File: config.mk
export PLATFORM = sky130hd
export DESIGN_NAME = slew_limited_random_flicker_core
export DESIGN_NICKNAME = d
export VERILOG_FILES = /design/src/design/slrf_pkg.sv /design/src/design/slrf_cfg_regs.sv /design/src/design/slrf_step.sv /design/src/design/slew_limited_random_flicker_core.sv
export SDC_FILE = /design/constraint.sdc
export NUM_CORES = 1
export LEC_CHECK = 0
export BUFFER_PORTS_ARGS = -buffer_cell sky130_fd_sc_hd__buf_2
export CORE_MARGIN = 10
export CORE_UTILIZATION = 50
export DETAILED_ROUTE_END_ITERATION = 8
export PLACE_DENSITY = 0.67
export SYNTH_ARGS = -nofsm -noshare
export SYNTH_HDL_FRONTEND = slang
export SYNTH_SLANG_ARGS = --single-unit
File: constraint.sdc
create_clock -name clk_i -period 11.4 [get_ports clk_i]
set_input_delay 0.57 -clock clk_i [delete_from_list [all_inputs] [get_ports clk_i]]
set_output_delay 0.57 -clock clk_i [all_outputs]
set_load 0.02 [all_outputs]
File: src/design/slrf_pkg.sv
// ----------------------------------------------------------------------------
// slrf_pkg: shared types and constants of the random flicker core
// Level format, register indexes, opcodes and the state/config structs.
// ----------------------------------------------------------------------------
`default_nettype none

package slrf_pkg;

  // Level format: unsigned fixed point, full scale is 1.0
  localparam int unsigned LevelFracBits = 15;
  localparam int unsigned LevelW        = 16;
  localparam logic [LevelW-1:0] FullScale = LevelW'(1 << LevelFracBits);

  localparam int unsigned CycleW   = 16;
  localparam int unsigned EffectW  = 32;
  localparam int unsigned CfgIdxW  = 2;
  localparam int unsigned CfgDataW = 32;

  // Register indexes of the configuration port
  typedef enum logic [CfgIdxW-1:0] {
    CFG_CYCLE_LENGTH  = 2'd0,
    CFG_EFFECT_LENGTH = 2'd1,
    CFG_SLEW_LIMIT    = 2'd2,
    CFG_MIN_LEVEL     = 2'd3
  } cfg_idx_e;

  // Opcodes of an input word
  typedef enum logic {
    OP_TICK  = 1'b0,
    OP_START = 1'b1
  } op_e;

  typedef struct packed {
    logic [CycleW-1:0]  cycle_length;
    logic [EffectW-1:0] effect_length;
    logic [LevelW-1:0]  slew_limit;
    logic [LevelW-1:0]  min_level;
  } cfg_t;

  typedef struct packed {
    logic [LevelW-1:0]  level;
    logic [LevelW-1:0]  target;
    logic [CycleW-1:0]  cycle_pos;
    logic [EffectW-1:0] elapsed;
    logic               active;
  } state_t;

  // Clamp a level to full scale
  function automatic logic [LevelW-1:0] sat_full(input logic [LevelW-1:0] v);
    return (v > FullScale) ? FullScale : v;
  endfunction

endpackage

`default_nettype wire

File: src/design/slrf_cfg_regs.sv
// ----------------------------------------------------------------------------
// slrf_cfg_regs: configuration register file
// Four registers written through a valid/ready port; always ready.
// ----------------------------------------------------------------------------
`default_nettype none

module slrf_cfg_regs (
  input  wire logic                          clk_i,
  input  wire logic                          rst_ni,
  input  wire logic                          cfg_valid_i,
  output logic                               cfg_ready_o,
  input  wire logic [slrf_pkg::CfgIdxW-1:0]  cfg_index_i,
  input  wire logic [slrf_pkg::CfgDataW-1:0] cfg_data_i,
  output slrf_pkg::cfg_t                     cfg_o
);

  slrf_pkg::cfg_t cfg_q, cfg_d;
  logic           wr_en;

  assign cfg_ready_o = 1'b1;
  assign wr_en       = cfg_valid_i & cfg_ready_o;

  // Register write decode
  always_comb begin
    cfg_d = cfg_q;
    if (wr_en) begin
      unique case (slrf_pkg::cfg_idx_e'(cfg_index_i))
        slrf_pkg::CFG_CYCLE_LENGTH:
          cfg_d.cycle_length = cfg_data_i[slrf_pkg::CycleW-1:0];
        slrf_pkg::CFG_EFFECT_LENGTH:
          cfg_d.effect_length = cfg_data_i[slrf_pkg::EffectW-1:0];
        slrf_pkg::CFG_SLEW_LIMIT:
          cfg_d.slew_limit = cfg_data_i[slrf_pkg::LevelW-1:0];
        slrf_pkg::CFG_MIN_LEVEL:
          cfg_d.min_level = cfg_data_i[slrf_pkg::LevelW-1:0];
        default: cfg_d = cfg_q;
      endcase
    end
  end

  always_ff @(posedge clk_i or negedge rst_ni) begin
    if (!rst_ni) begin
      cfg_q.cycle_length  <= slrf_pkg::CycleW'(1);
      cfg_q.effect_length <= '0;
      cfg_q.slew_limit    <= slrf_pkg::FullScale;
      cfg_q.min_level     <= '0;
    end else begin
      cfg_q <= cfg_d;
    end
  end

  assign cfg_o = cfg_q;

endmodule

`default_nettype wire

File: src/design/slrf_step.sv
// ----------------------------------------------------------------------------
// slrf_step: next-state logic for one word
// Start or one tick: target draw, slew-limited move, cycle and effect counters.
// ----------------------------------------------------------------------------
`default_nettype none

module slrf_step (
  input  wire slrf_pkg::cfg_t               cfg_i,
  input  wire slrf_pkg::state_t             state_i,
  input  wire logic                         op_i,
  input  wire logic [slrf_pkg::LevelW-1:0]  random_level_i,
  output slrf_pkg::state_t                  state_o
);

  logic [slrf_pkg::LevelW-1:0]  lo, slew, rnd_sat, tgt, diff, step;
  logic [slrf_pkg::CycleW:0]    pos_inc;
  logic [slrf_pkg::EffectW:0]   elap_inc;

  always_comb begin
    lo       = slrf_pkg::sat_full(cfg_i.min_level);
    slew     = slrf_pkg::sat_full(cfg_i.slew_limit);
    rnd_sat  = slrf_pkg::sat_full(random_level_i);
    state_o  = state_i;

    // new target only at the start of a flicker cycle
    tgt = state_i.target;
    if (state_i.cycle_pos == '0) begin
      tgt = (rnd_sat < lo) ? lo : rnd_sat;
    end

    // slew-limited distance toward the target
    diff = (tgt > state_i.level) ? (tgt - state_i.level) : (state_i.level - tgt);
    step = (diff < slew) ? diff : slew;

    pos_inc  = {1'b0, state_i.cycle_pos} + 1'b1;
    elap_inc = {1'b0, state_i.elapsed} + 1'b1;

    if (slrf_pkg::op_e'(op_i) == slrf_pkg::OP_START) begin
      // restart: level midway between min and full scale
      state_o.elapsed   = '0;
      state_o.cycle_pos = '0;
      state_o.level     = lo + ((slrf_pkg::FullScale - lo) >> 1);
      state_o.active    = 1'b1;
    end else if (state_i.active) begin
      state_o.target = tgt;
      if (tgt > state_i.level) begin
        state_o.level = state_i.level + step;
      end else begin
        state_o.level = state_i.level - step;
      end

      // cycle wrap, also when the length was lowered mid-cycle
      state_o.cycle_pos = (pos_inc >= {1'b0, cfg_i.cycle_length}) ?
                          '0 : pos_inc[slrf_pkg::CycleW-1:0];

      // finite effect: count and end
      if (cfg_i.effect_length != '0) begin
        state_o.elapsed = elap_inc[slrf_pkg::EffectW-1:0];
        if (elap_inc >= {1'b0, cfg_i.effect_length}) begin
          state_o.level  = '0;
          state_o.active = 1'b0;
        end
      end
    end
  end

endmodule

`default_nettype wire

File: src/design/slew_limited_random_flicker_core.sv
// ----------------------------------------------------------------------------
// slew_limited_random_flicker_core: random LED flicker level generator
// Input register, single-pass step logic with state, output register.
// ----------------------------------------------------------------------------
// Usage:
//  - Input channel (in_valid_i / in_stall_o) carries op_i and random_level_i.
//    op_i = start restarts the effect; op_i = tick advances it by one tick
//    using random_level_i as the candidate target.
//  - Output channel (out_valid_o / out_stall_i) returns one word per input:
//    level_o (Q1.15, zero when inactive) and running_o.
//  - Config port (cfg_valid_i / cfg_ready_o) is always ready; write it only
//    while no word is in flight.
//  - Path: an accepted word passes the input register, then the step logic
//    into the output register.
//  - Throughput: one word per cycle while out_stall_i is low; the state update
//    is compare, subtract and add logic between the input and output registers.
//  - Reset: effect inactive, level zero, registers at their defaults
//    (cycle length 1, endless effect, slew full scale, min level 0).
//  - A stalled output holds its word; the input register then fills and
//    in_stall_o rises until the output drains.
// ----------------------------------------------------------------------------
`default_nettype none

module slew_limited_random_flicker_core (
  input  wire logic                          clk_i,
  input  wire logic                          rst_ni,
  // input words
  input  wire logic                          in_valid_i,
  output logic                               in_stall_o,
  input  wire logic                          op_i,
  input  wire logic [slrf_pkg::LevelW-1:0]   random_level_i,
  // result words
  output logic                               out_valid_o,
  input  wire logic                          out_stall_i,
  output logic [slrf_pkg::LevelW-1:0]        level_o,
  output logic                               running_o,
  // configuration writes
  input  wire logic                          cfg_valid_i,
  output logic                               cfg_ready_o,
  input  wire logic [slrf_pkg::CfgIdxW-1:0]  cfg_index_i,
  input  wire logic [slrf_pkg::CfgDataW-1:0] cfg_data_i
);

  slrf_pkg::cfg_t   cfg;
  slrf_pkg::state_t state_q, state_d;

  logic                        in_valid_q;
  logic                        op_q;
  logic [slrf_pkg::LevelW-1:0] rnd_q;
  logic                        out_valid_q, running_q;
  logic [slrf_pkg::LevelW-1:0] level_q;
  logic                        out_free, advance, in_take;

  slrf_cfg_regs u_cfg (
    .clk_i       (clk_i),
    .rst_ni      (rst_ni),
    .cfg_valid_i (cfg_valid_i),
    .cfg_ready_o (cfg_ready_o),
    .cfg_index_i (cfg_index_i),
    .cfg_data_i  (cfg_data_i),
    .cfg_o       (cfg)
  );

  // Handshake: the output register frees when empty or being taken
  assign out_free   = !out_valid_q || !out_stall_i;
  assign advance    = in_valid_q && out_free;
  assign in_stall_o = in_valid_q && !out_free;
  assign in_take    = in_valid_i && !in_stall_o;

  // Input register
  always_ff @(posedge clk_i or negedge rst_ni) begin
    if (!rst_ni) begin
      in_valid_q <= 1'b0;
    end else if (!in_stall_o) begin
      in_valid_q <= in_valid_i;
    end
  end

  always_ff @(posedge clk_i) begin
    if (in_take) begin
      op_q  <= op_i;
      rnd_q <= random_level_i;
    end
  end

  slrf_step u_step (
    .cfg_i          (cfg),
    .state_i        (state_q),
    .op_i           (op_q),
    .random_level_i (rnd_q),
    .state_o        (state_d)
  );

  // Effect state, updated once per word
  always_ff @(posedge clk_i or negedge rst_ni) begin
    if (!rst_ni) begin
      state_q <= '0;
    end else if (advance) begin
      state_q <= state_d;
    end
  end

  // Output register
  always_ff @(posedge clk_i or negedge rst_ni) begin
    if (!rst_ni) begin
      out_valid_q <= 1'b0;
    end else if (advance) begin
      out_valid_q <= 1'b1;
    end else if (!out_stall_i) begin
      out_valid_q <= 1'b0;
    end
  end

  always_ff @(posedge clk_i) begin
    if (advance) begin
      level_q   <= state_d.active ? state_d.level : '0;
      running_q <= state_d.active;
    end
  end

  assign out_valid_o = out_valid_q;
  assign level_o     = level_q;
  assign running_o   = running_q;

  // Checks
  a_idle_level_zero: assert property (@(posedge clk_i) disable iff (!rst_ni)
    out_valid_o && !running_o |-> level_o == '0)
    else $error("level nonzero while effect inactive");

  a_level_in_range: assert property (@(posedge clk_i) disable iff (!rst_ni)
    state_q.level <= slrf_pkg::FullScale && state_q.target <= slrf_pkg::FullScale)
    else $error("level or target above full scale");

  a_held_word_kept: assert property (@(posedge clk_i) disable iff (!rst_ni)
    in_valid_q && !out_free |=> in_valid_q && $stable(op_q) && $stable(rnd_q))
    else $error("pending input word lost while output stalled");

  a_inactive_holds: assert property (@(posedge clk_i) disable iff (!rst_ni)
    advance && !state_q.active && op_q == slrf_pkg::OP_TICK |=> $stable(state_q))
    else $error("tick changed state while inactive");

endmodule

`default_nettype wire
Yosys cells after proc, flatten, opt, wreduce, memory -nomap -nowiden

Cells that the tools add are included.
Widths: inputs -> output; s select.

Bits in registers: 197
Input port bits: 56
Output and inout port bits: 20
Word-level logic and storage cells: 74

Add/sub/neg operators: 8
Order comparisons: 8
Eq/ne operators: 4
Multiplexer cells: 18
Bitwise gates (word level): 1
Reductions and logical operators: 20

Operators with widths:

| operator               | count |
|---|---|
| $mux 16                | 12 |
| $mux 81                | 1 |
| $mux 49                | 1 |
| $gt 16x16->1 const B   | 3 |
| $sub 16x16->16         | 3 |
| $add 32x1->33 const B  | 1 |
| $ge 33x32->1           | 1 |
| $mux 33                | 1 |
| $lt 16x16->1           | 2 |
| $reduce_bool 32->1     | 1 |
| $add 16x1->17 const B  | 1 |
| $ge 17x16->1           | 1 |
| $add 16x15->16         | 1 |
| $add 16x16->16         | 1 |
| $gt 16x16->1           | 1 |
| $logic_not 16->1       | 1 |
| $sub 16x16->16 const A | 1 |
| $reduce_and 2->1       | 5 |
| $reduce_and 3->1       | 2 |
| $eq 2x2->1 const B     | 2 |
| $logic_not 1->1        | 4 |
| $reduce_bool 2->1      | 2 |
| $logic_and 1x1->1      | 3 |
| $mux 1                 | 3 |
| other kinds (5)        | 5 |

Depth between registers and ports, before layout

Gate-level depths: netlist of run 1.

Depth in word-level cells: 15
Gate-level depth with buffers: 53
Depth with buffers taken out: 48

Hierarchy

Synthesis of run 1 repeated with hierarchy kept, for this count alone.

Cell total of the unflattened synthesis: 1,613
Area total of the unflattened synthesis: 15,922.8 sq um

Modules (own cells, without submodules):

| module                           | times used | cells each | area an instance (sq um) | seq. area each (sq um) |
|---|---|---|---|---|
| slrf_step                        | 1          | 1,211      | 8,255.4                  | 0.0 |
| slew_limited_random_flicker_core | 1          | 230        | 4,631.9                  | 3,098.0 |
| slrf_cfg_regs                    | 1          | 172        | 3,035.4                  | 2,004.4 |

Worst setup path after synthesis of run 1

OpenSTA, ideal clock, no wires.

Kind: register -> register
Start: reg rnd_q[15] (netlist bit)
End: reg level_q (netlist bit level_o[15]), data pin
Library setup time: 0.260 ns
Arrival time: 9.968 ns
Data required time: 11.140 ns
Setup slack: 1.172 ns
Cell stages (with the launch flop): 52
Path buffers: 7
Cell sequence: edfxtp_1 -> clkbuf_1 -> nand2_1 -> nand2_1 -> inv_1 -> ha_1 -> a21oi_1 -> nor2b_1 -> o21ai_0 -> nand2b_1 -> a21oi_1 -> o21ai_0 -> a211o_1 -> clkbuf_1 -> buf_1 -> mux2_2 -> mux2_2 -> ha_1 -> [16 not listed] -> buf_2 -> nor2_1 -> a21oi_1 -> xor2_1 -> inv_1 -> ha_1 -> nor2b_1 -> o21ai_0 -> a21oi_1 -> o41ai_1 -> o2111ai_1 -> o311ai_0 -> nor2_1 -> a211oi_1 -> o21ai_0 -> xnor3_1 -> a2bb2oi_1 -> o21ai_1

Word-level cells in the longest chain between the ends: 15
Elaborated cells between the ends (all ways): 18
Classes of those cells: add/sub: 4; order compare: 4; mux: 10

Ends and longest elaborated chain:

| item                                                    | line                                    | text |
|---|---|---|
| start, declared                                         | slew_limited_random_flicker_core.sv:49  | `logic [slrf_pkg::LevelW-1:0] rnd_q;` |
| start signal, assigned                                  | slew_limited_random_flicker_core.sv:82  | `rnd_q <= random_level_i;` |
| $gt 16x16->1                                            | slrf_pkg.sv:50                          | `return (v > FullScale) ? FullScale : v;` |
| $mux 16 *                                               | slrf_pkg.sv:50                          |  |
| $lt 16x16->1                                            | slrf_step.sv:28                         | `tgt = (rnd_sat < lo) ? lo : rnd_sat;` |
| $mux 16 *                                               | slrf_step.sv:28                         |  |
| $mux 16 *                                               | slrf_step.sv:27                         | `if (state_i.cycle_pos == '0) begin` |
| via u_step.tgt (one bit)                                | slrf_step.sv:15                         | `logic [slrf_pkg::LevelW-1:0] lo, slew, rnd_sat, tgt, diff, step;` |
| $sub 16x16->16 / $gt 16x16->1 (equally long branches)   | slrf_step.sv:32, slrf_step.sv:46        |  |
| $mux 16                                                 | slrf_step.sv:32                         | `diff = (tgt > state_i.level) ? (tgt - state_i.level) : (state_i.level - tgt);` |
| $lt 16x16->1                                            | slrf_step.sv:33                         | `step = (diff < slew) ? diff : slew;` |
| $mux 16                                                 | slrf_step.sv:33                         |  |
| $sub 16x16->16 / $add 16x16->16 (equally long branches) | slrf_step.sv:49, slrf_step.sv:47        |  |
| $mux 16 *                                               | slrf_step.sv:46                         | `if (tgt > state_i.level) begin` |
| $mux 16                                                 | slrf_step.sv:59                         | `if (elap_inc >= {1'b0, cfg_i.effect_length}) begin` |
| $mux 16 *                                               | slrf_step.sv:57                         | `if (cfg_i.effect_length != '0) begin` |
| $mux 81 *                                               | slrf_step.sv:44                         | `end else if (state_i.active) begin` |
| $mux 16 *                                               | slrf_step.sv:38                         | `if (slrf_pkg::op_e'(op_i) == slrf_pkg::OP_START) begin` |
| end signal, assigned                                    | slew_limited_random_flicker_core.sv:116 | `level_q <= state_d.active ? state_d.level : '0;` |
| end, declared                                           | slew_limited_random_flicker_core.sv:51  | `logic [slrf_pkg::LevelW-1:0] level_q;` |

Mark *: on every way through the listed nets, which the timed path passes. The rest lies on a longest branch. The select of a mux whose other input is x is not followed.
A chain may end at the register's enable or synchronous reset.

Worst setup path in the final report of run 1

Start: reg rnd_q[7] (netlist bit)
End: reg level_q (netlist bit level_o[15]), data pin

Same word-level chain as after synthesis.

==> impl_metrics.ini, run 1 <==
[die]
dieWidth_um = 191
num_io_pins = 76
row_count = 62
area_inside_the_core_boundary_um2 = 28800
die_h_um = 191
design.die.area_um2 = 36500
start_util_pct = 50.9

[timing]
finalHoldViolCount = 0
timing_max_transition_violations_final = 0
finClkSkew_ns = 0.0155
highest_achievable_clock_rate_ghz = 0.0919
crit_share_post_route_pct = 95.4
setup_viol = 0
timing_worst_slew_pin_value_ns = 1.13
slew_headroom_pct = 24.5
post-route-min-period_ns = 10.88

[grt]
maximum_number_of_pins_on_one_net_before_global_route_repair = 96
grt_antenna_before_repair = 1
via_count_of_the_first_global_routing_pass = 11890
gr-total-overflow = 0
grt_usage_pct = 22.9
grt_first_pass_wirelength_um = 65500

[worst_setup_path]
critPathBufInv = 4
worst_path_largest_cell_delay_ns = 0.60
critPathKind = flip-flop to flip-flop
timing.critical_path.mode_cell = sky130_fd_sc_hd__o21ai_0
worstPathMaxFanout = 13
crit_path_end_kind = flip-flop
crit-reg2reg-capture = level_o[15]
setup_crit_start_kind = flip-flop
worstRegToRegCells = 48
worst_r2r_startpoint = rnd_q[7]
worst_endpoint_required_time_ns = 11.62
cp_data_arrival_time_ns = 11.10
regToRegSetupSlack_ns = 0.52
path_delay_family = compound AO/OA/AOI/OAI gates
cpMaxStageDelayCell = sky130_fd_sc_hd__or4_4

[drt]
wirelength_per_cell_um = 20.5
initialDrtViolationCount = 964
drt_drc_violations_left = 0
vias_per_cell = 5.91
drt-pass1-iter-count = 6
detailroute.via_count = 12132
drt-total-wl_um = 42000
antenna_violating_nets_post_route = 0

[clocking]
tritoncts = yes
cts.clk_slew.worst_paths_ns = 0.09
clk_latency_ns = 0.47
htree_levels = 4
clock-sinks = 197
cts-buffers-inserted = 17
cts.root.buffer_cell = sky130_fd_sc_hd__clkbuf_16
ctsLongestPathBuffers = 2

[logic_synthesis]
yosys_synthesis_warning_count = 0
synth_cells = 1582
ys_seq_elements = 197
post_synth_num_cell_types = 86
synthArstFlopShare_pct = 82.7
yosys_most_used_dff = sky130_fd_sc_hd__dfrtp_1
syn-num-nets = 1778
seq_area_frac_synth_pct = 34.8
synth_area_per_cell_um2 = 9.26
synth_edf_count = 34
netlist_area_um2 = 14600

[placed_design]
port_buffers = 74
dp.final_hpwl_um = 32700
place_area_um2 = 15500
gpl.final_weighted_congestion = 0.962

[layout]
stdcell_area_um2 = 16300
drive_above_1_share_pct = 17.7
regArea_um2 = 5100
multi_input_area_um2 = 8940
antenna-diode-count = 0
nNetsFinal = 1852
filler_cell_count = 2588
areaGrowthSynthToFinish_pct = 11.6

[flow_run]
cap_violations = 0

[worst_hold_path]
min-delay-path-class = input port to asynchronous set/reset pin

[run_status]
status = finished, final reports clean
per-stage QoR:
stage | hold slack [ns] | worst slack [ns] | utilization [%] | TNS (ns) | cells
3_3_place_gp | 0.466 | 0.208 | 53.9 | 0 | 2011
2_1_floorplan | 0.274 | 1.17 | - | 0 | 1582
6_report | 0.144 | 0.523 | 56.8 | 0 | 2053
4_1_cts | 0.207 | 0.141 | 56.2 | 0 | 2043
3_5_place_dp | 0.490 | 0.0155 | 53.9 | 0 | 2011
5_1_grt | 0.229 | -0.0752 | 56.8 | -0.179 | 2053
worst max-delay path by stage:
stage | from | to | slack [ns] | cells after the start
6_report | rnd_q[7] | level_o[15] | 0.52 | 48
5_1_grt | rnd_q[0] | level_o[15] | -0.08 | 49
4_1_cts | rnd_q[8] | level_o[15] | 0.14 | 48
3_5_place_dp | rnd_q[8] | level_o[15] | 0.02 | 48
3_3_place_gp | rnd_q[7] | level_o[15] | 0.21 | 48
2_1_floorplan | rnd_q[15] | level_o[15] | 1.17 | 51
metal layers:
metal	vias to the layer above	part of all wire (%)	track usage (%)
li1	5823	-	-
met1	5875	44	29.2
met2	359	48	38.1
met3	73	5.7	4.34
met4	2	2.7	7.42
met5	-	0.043	0
logic make-up after synthesis:
family          Yosys count  synth area share, %
simple gates            452                 15.4
compound gates          371                 16.5
flops                   197                 34.8
buf+inv                 189                 5.03
fa+ha+maj               140                 12.1
mux                     139                 10.4
xor+xnor                 93                 5.65
other cells               1               0.0256
state kept, by name (all words and copies together), names as in the netlist:
| signal | flops |
|---|---|
| state_q | 81 |
| in_valid_q | 1 |
| level_o | 16 |
| rnd_q | 16 |
| op_q | 1 |
| u_cfg.cfg_o | 80 |
| out_valid_o | 1 |
| running_o | 1 |
layout by cell type (no fill, tap or decap), types with 16 or more instances in the layout:
master                      instances
sky130_fd_sc_hd__inv_1            127
sky130_fd_sc_hd__dfrtp_1          161
sky130_fd_sc_hd__nand2_1          144
sky130_fd_sc_hd__ha_1             133
sky130_fd_sc_hd__nor2_1            94
sky130_fd_sc_hd__nor3_1            20
sky130_fd_sc_hd__xor2_1            34
sky130_fd_sc_hd__and3_1            24
sky130_fd_sc_hd__buf_2             73
sky130_fd_sc_hd__mux2i_1           29
sky130_fd_sc_hd__xnor2_1           57
sky130_fd_sc_hd__nand4_1           23
sky130_fd_sc_hd__edfxtp_1          34
sky130_fd_sc_hd__buf_4             37
sky130_fd_sc_hd__mux2_2           108
sky130_fd_sc_hd__a21o_1            34
sky130_fd_sc_hd__nor2b_1           24
sky130_fd_sc_hd__a31oi_1           16
sky130_fd_sc_hd__clkbuf_16         17
sky130_fd_sc_hd__a22o_1            25
sky130_fd_sc_hd__a21oi_1           77
sky130_fd_sc_hd__nand3_1           42
sky130_fd_sc_hd__o21ai_0           99
cell type report:
type | count | share of cell area (%)
Timing Repair Buffer | 113 | 4.25
Inverter | 130 | 2.98
Sequential cell | 197 | 31.2
Multi-Input combinational cell | 1197 | 54.7
Clock buffer | 17 | 2.60
Clock inverter | 15 | 1.31
Tap cell | 384 | 2.94
cells in the mapped netlist (20+ instances only):
master                     count  area share, %
sky130_fd_sc_hd__dfrtp_1     161             28
sky130_fd_sc_hd__nand2_1     144            3.7
sky130_fd_sc_hd__ha_1        137             12
sky130_fd_sc_hd__inv_1       127            3.3
sky130_fd_sc_hd__mux2_2      108            8.3
sky130_fd_sc_hd__o21ai_0     101            3.5
sky130_fd_sc_hd__nor2_1       95            2.4
sky130_fd_sc_hd__a21oi_1      78            2.7
sky130_fd_sc_hd__xnor2_1      58            3.5
sky130_fd_sc_hd__nand3_1      42            1.4
sky130_fd_sc_hd__clkbuf_1     40            1.0
sky130_fd_sc_hd__a21o_1       34            1.7
sky130_fd_sc_hd__edfxtp_1     34            7.0
sky130_fd_sc_hd__xor2_1       34            2.0
sky130_fd_sc_hd__mux2i_1      30            2.0
sky130_fd_sc_hd__a22o_1       25            1.5
sky130_fd_sc_hd__and3_1       24            1.0
sky130_fd_sc_hd__nor2b_1      24            1.0
sky130_fd_sc_hd__nand4_1      23           0.98
sky130_fd_sc_hd__nor3_1       20           0.68
repair_timing:
item	CTS	global route
endpoints found under the setup margin	1	12
pin swaps	0	7
gates cloned	0	1
hold buffers	0	0
setup buffers	0	9
gates resized for setup	2	23
Power of run 1 is left out: the tool's default activity adds up to more than one toggle a clock period on the data nets, which glitch-free logic cannot reach.
==> run 2: changes to the inputs <==
--- a/config.mk
+++ b/config.mk
@@ -6,7 +6,7 @@
 export NUM_CORES = 1
 export LEC_CHECK = 0
 export BUFFER_PORTS_ARGS = -buffer_cell sky130_fd_sc_hd__buf_2
-export CORE_MARGIN = 10
+export CORE_ASPECT_RATIO = 0.6
 export CORE_UTILIZATION = 50
 export DETAILED_ROUTE_END_ITERATION = 8
 export PLACE_DENSITY = 0.67
==> run 2 against run 1 <==
Final area decreased by 0.57%. Sequential cell count unchanged. Worst hold slack got worse by 0.11 ns. Die area decreased by 18%. Clock-buffer cell count increased by 3. Sequential share of layout area increased by 0.18 points. Critical path depth decreased by 3. Core utilization decreased by 0.30 points. First-iteration DRC count increased by 31%. Wire length increased by 5.0%. Setup slack got worse by 0.018 ns. Final cell count decreased by 0.58%.
==> impl_metrics.ini, run 2 (synthesis gave the netlist of run 1 again) <==
[worst_setup_path]
crit-reg2reg-capture = level_o[15]
worstPathMaxFanout = 11
worstRegToRegCells = 45
worst_path_largest_cell_delay_ns = 0.47
cp_data_arrival_time_ns = 11.12
regToRegSetupSlack_ns = 0.50
critPathBufInv = 4
worst_r2r_startpoint = rnd_q[7]
timing.critical_path.mode_cell = sky130_fd_sc_hd__ha_1
setup_crit_start_kind = flip-flop
worst_endpoint_required_time_ns = 11.63
critPathKind = flip-flop to flip-flop
crit_path_end_kind = flip-flop
cpMaxStageDelayCell = sky130_fd_sc_hd__or3_1
path_delay_family = compound AO/OA/AOI/OAI gates

[run_status]
status = finished, final reports clean

[layout]
areaGrowthSynthToFinish_pct = 11.0
most_frequent_cells_in_the_layout = sky130_fd_sc_hd__dfrtp_1 (161), sky130_fd_sc_hd__nand2_1 (143), sky130_fd_sc_hd__ha_1 (133), sky130_fd_sc_hd__inv_1 (127), sky130_fd_sc_hd__mux2_2 (108)
drive_above_1_share_pct = 17.8
final_common_cell = sky130_fd_sc_hd__dfrtp_1
nNetsFinal = 1844
fin_util_pct = 56.5
top_register = state_q
largest_register_ffs = 81
stdcell_area_um2 = 16300

[drt]
vias_per_cell = 6.07
drt_drc_violations_left = 0
drt-total-wl_um = 44100
wirelength_per_cell_um = 21.6
initialDrtViolationCount = 1266
detailroute.via_count = 12389
antenna_violating_nets_post_route = 0
drt-pass1-iter-count = 9

[placed_design]
gpl.final_weighted_congestion = 0.993
dp.final_hpwl_um = 34800
port_buffers = 74
post-place-ws_ns = 0.119
place_area_um2 = 15500

[clocking]
cts-buffers-inserted = 17
cts.root.buffer_cell = sky130_fd_sc_hd__clkbuf_16
cts_hold_repair.buffers = 0
tritoncts = yes
clk_latency_ns = 0.47
cts.clk_slew.worst_paths_ns = 0.08
htree_levels = 4
ctsLongestPathBuffers = 2
clock-sinks = 197

[timing]
timing_worst_slew_pin_value_ns = 1.07
highest_achievable_clock_rate_ghz = 0.0918
finClkSkew_ns = 0.0212
crit_share_post_route_pct = 95.6
fin_setup_tns_ns = 0
timing_max_transition_violations_final = 0
slew_headroom_pct = 28.5
setup_viol = 0
post-route-min-period_ns = 10.90
final.setup.worst_slack_ns = 0.505
finalHoldViolCount = 0

[die]
die_h_um = 135
row_count = 48
dieWidth_um = 223
area_inside_the_core_boundary_um2 = 28800
start_util_pct = 50.9
design.die.area_um2 = 30000
num_io_pins = 76

[grt]
via_count_of_the_first_global_routing_pass = 11425
maximum_number_of_pins_on_one_net_before_global_route_repair = 72
gr-total-overflow = 0
grt_first_pass_wirelength_um = 67100
grt_antenna_before_repair = 3
grt_usage_pct = 29.7

[worst_hold_path]
min-delay-path-class = input port to asynchronous set/reset pin

[flow_run]
cap_violations = 0
-- run 2: how the worst max path moves through the flow --
stage	start	endpoint	slack, ns	cells after the start
3_3_place_gp	rnd_q[7]	state_q[75]	0.37	48
6_report	rnd_q[7]	level_o[15]	0.50	45
3_5_place_dp	rnd_q[7]	level_o[15]	0.12	48
4_1_cts	rnd_q[7]	level_o[15]	0.09	48
5_1_grt	rnd_q[7]	level_o[15]	-0.003	49
2_1_floorplan	rnd_q[15]	level_o[15]	1.17	51
-- run 2: routing by layer --
layer / vias up / global-route usage, % / wire, um
li1: 5822 / - / -
met2: 532 / 35.4 / 15700
met4: 4 / 7.97 / 622
met5: - / 0.968 / 49
met1: 5988 / 47.1 / 22500
met3: 43 / 11.6 / 5250
-- run 2: area by class of cell --
cell class / instances / area, um^2
multi-input cells: 1196 / 8990
flip-flops and latches: 197 / 5100
clock inverters: 12 / 115
repair buffers: 106 / 637
diodes: 5 / 12.5
well taps: 375 / 469
inverters: 130 / 488
clock buffers: 20 / 447
fillers: 2538 / 12500
-- run 2: timing repair --
action                                  in CTS  in global routing
endpoints found under the setup margin       0                 14
buffers inserted                             0                  3
gates resized for setup                      0                 41
-- run 2: stage by stage --
| stage | std cells | hold WS, ns |
|---|---|---|
| 2_1_floorplan | 1582 | 0.274 |
| 3_3_place_gp | 2001 | 0.482 |
| 4_1_cts | 2033 | 0.0384 |
| 3_5_place_dp | 2001 | 0.488 |
| 5_1_grt | 2036 | 0.0517 |
| 6_report | 2041 | 0.0302 |
-- run 2: worst reg2reg max path: cells and delay by family (launching register included) --
family / cells / cell delay, ns
AO/OA/AOI/OAI: 18 / 3.68
buffers and inverters: 4 / 0.65
adder cells (fa/ha/maj): 4 / 1.33
flip-flops: 1 / 0.40
AND/OR/NAND/NOR: 14 / 2.96
multiplexers: 2 / 0.66
XOR/XNOR: 3 / 1.00
Power of run 2 is left out for the same reason.
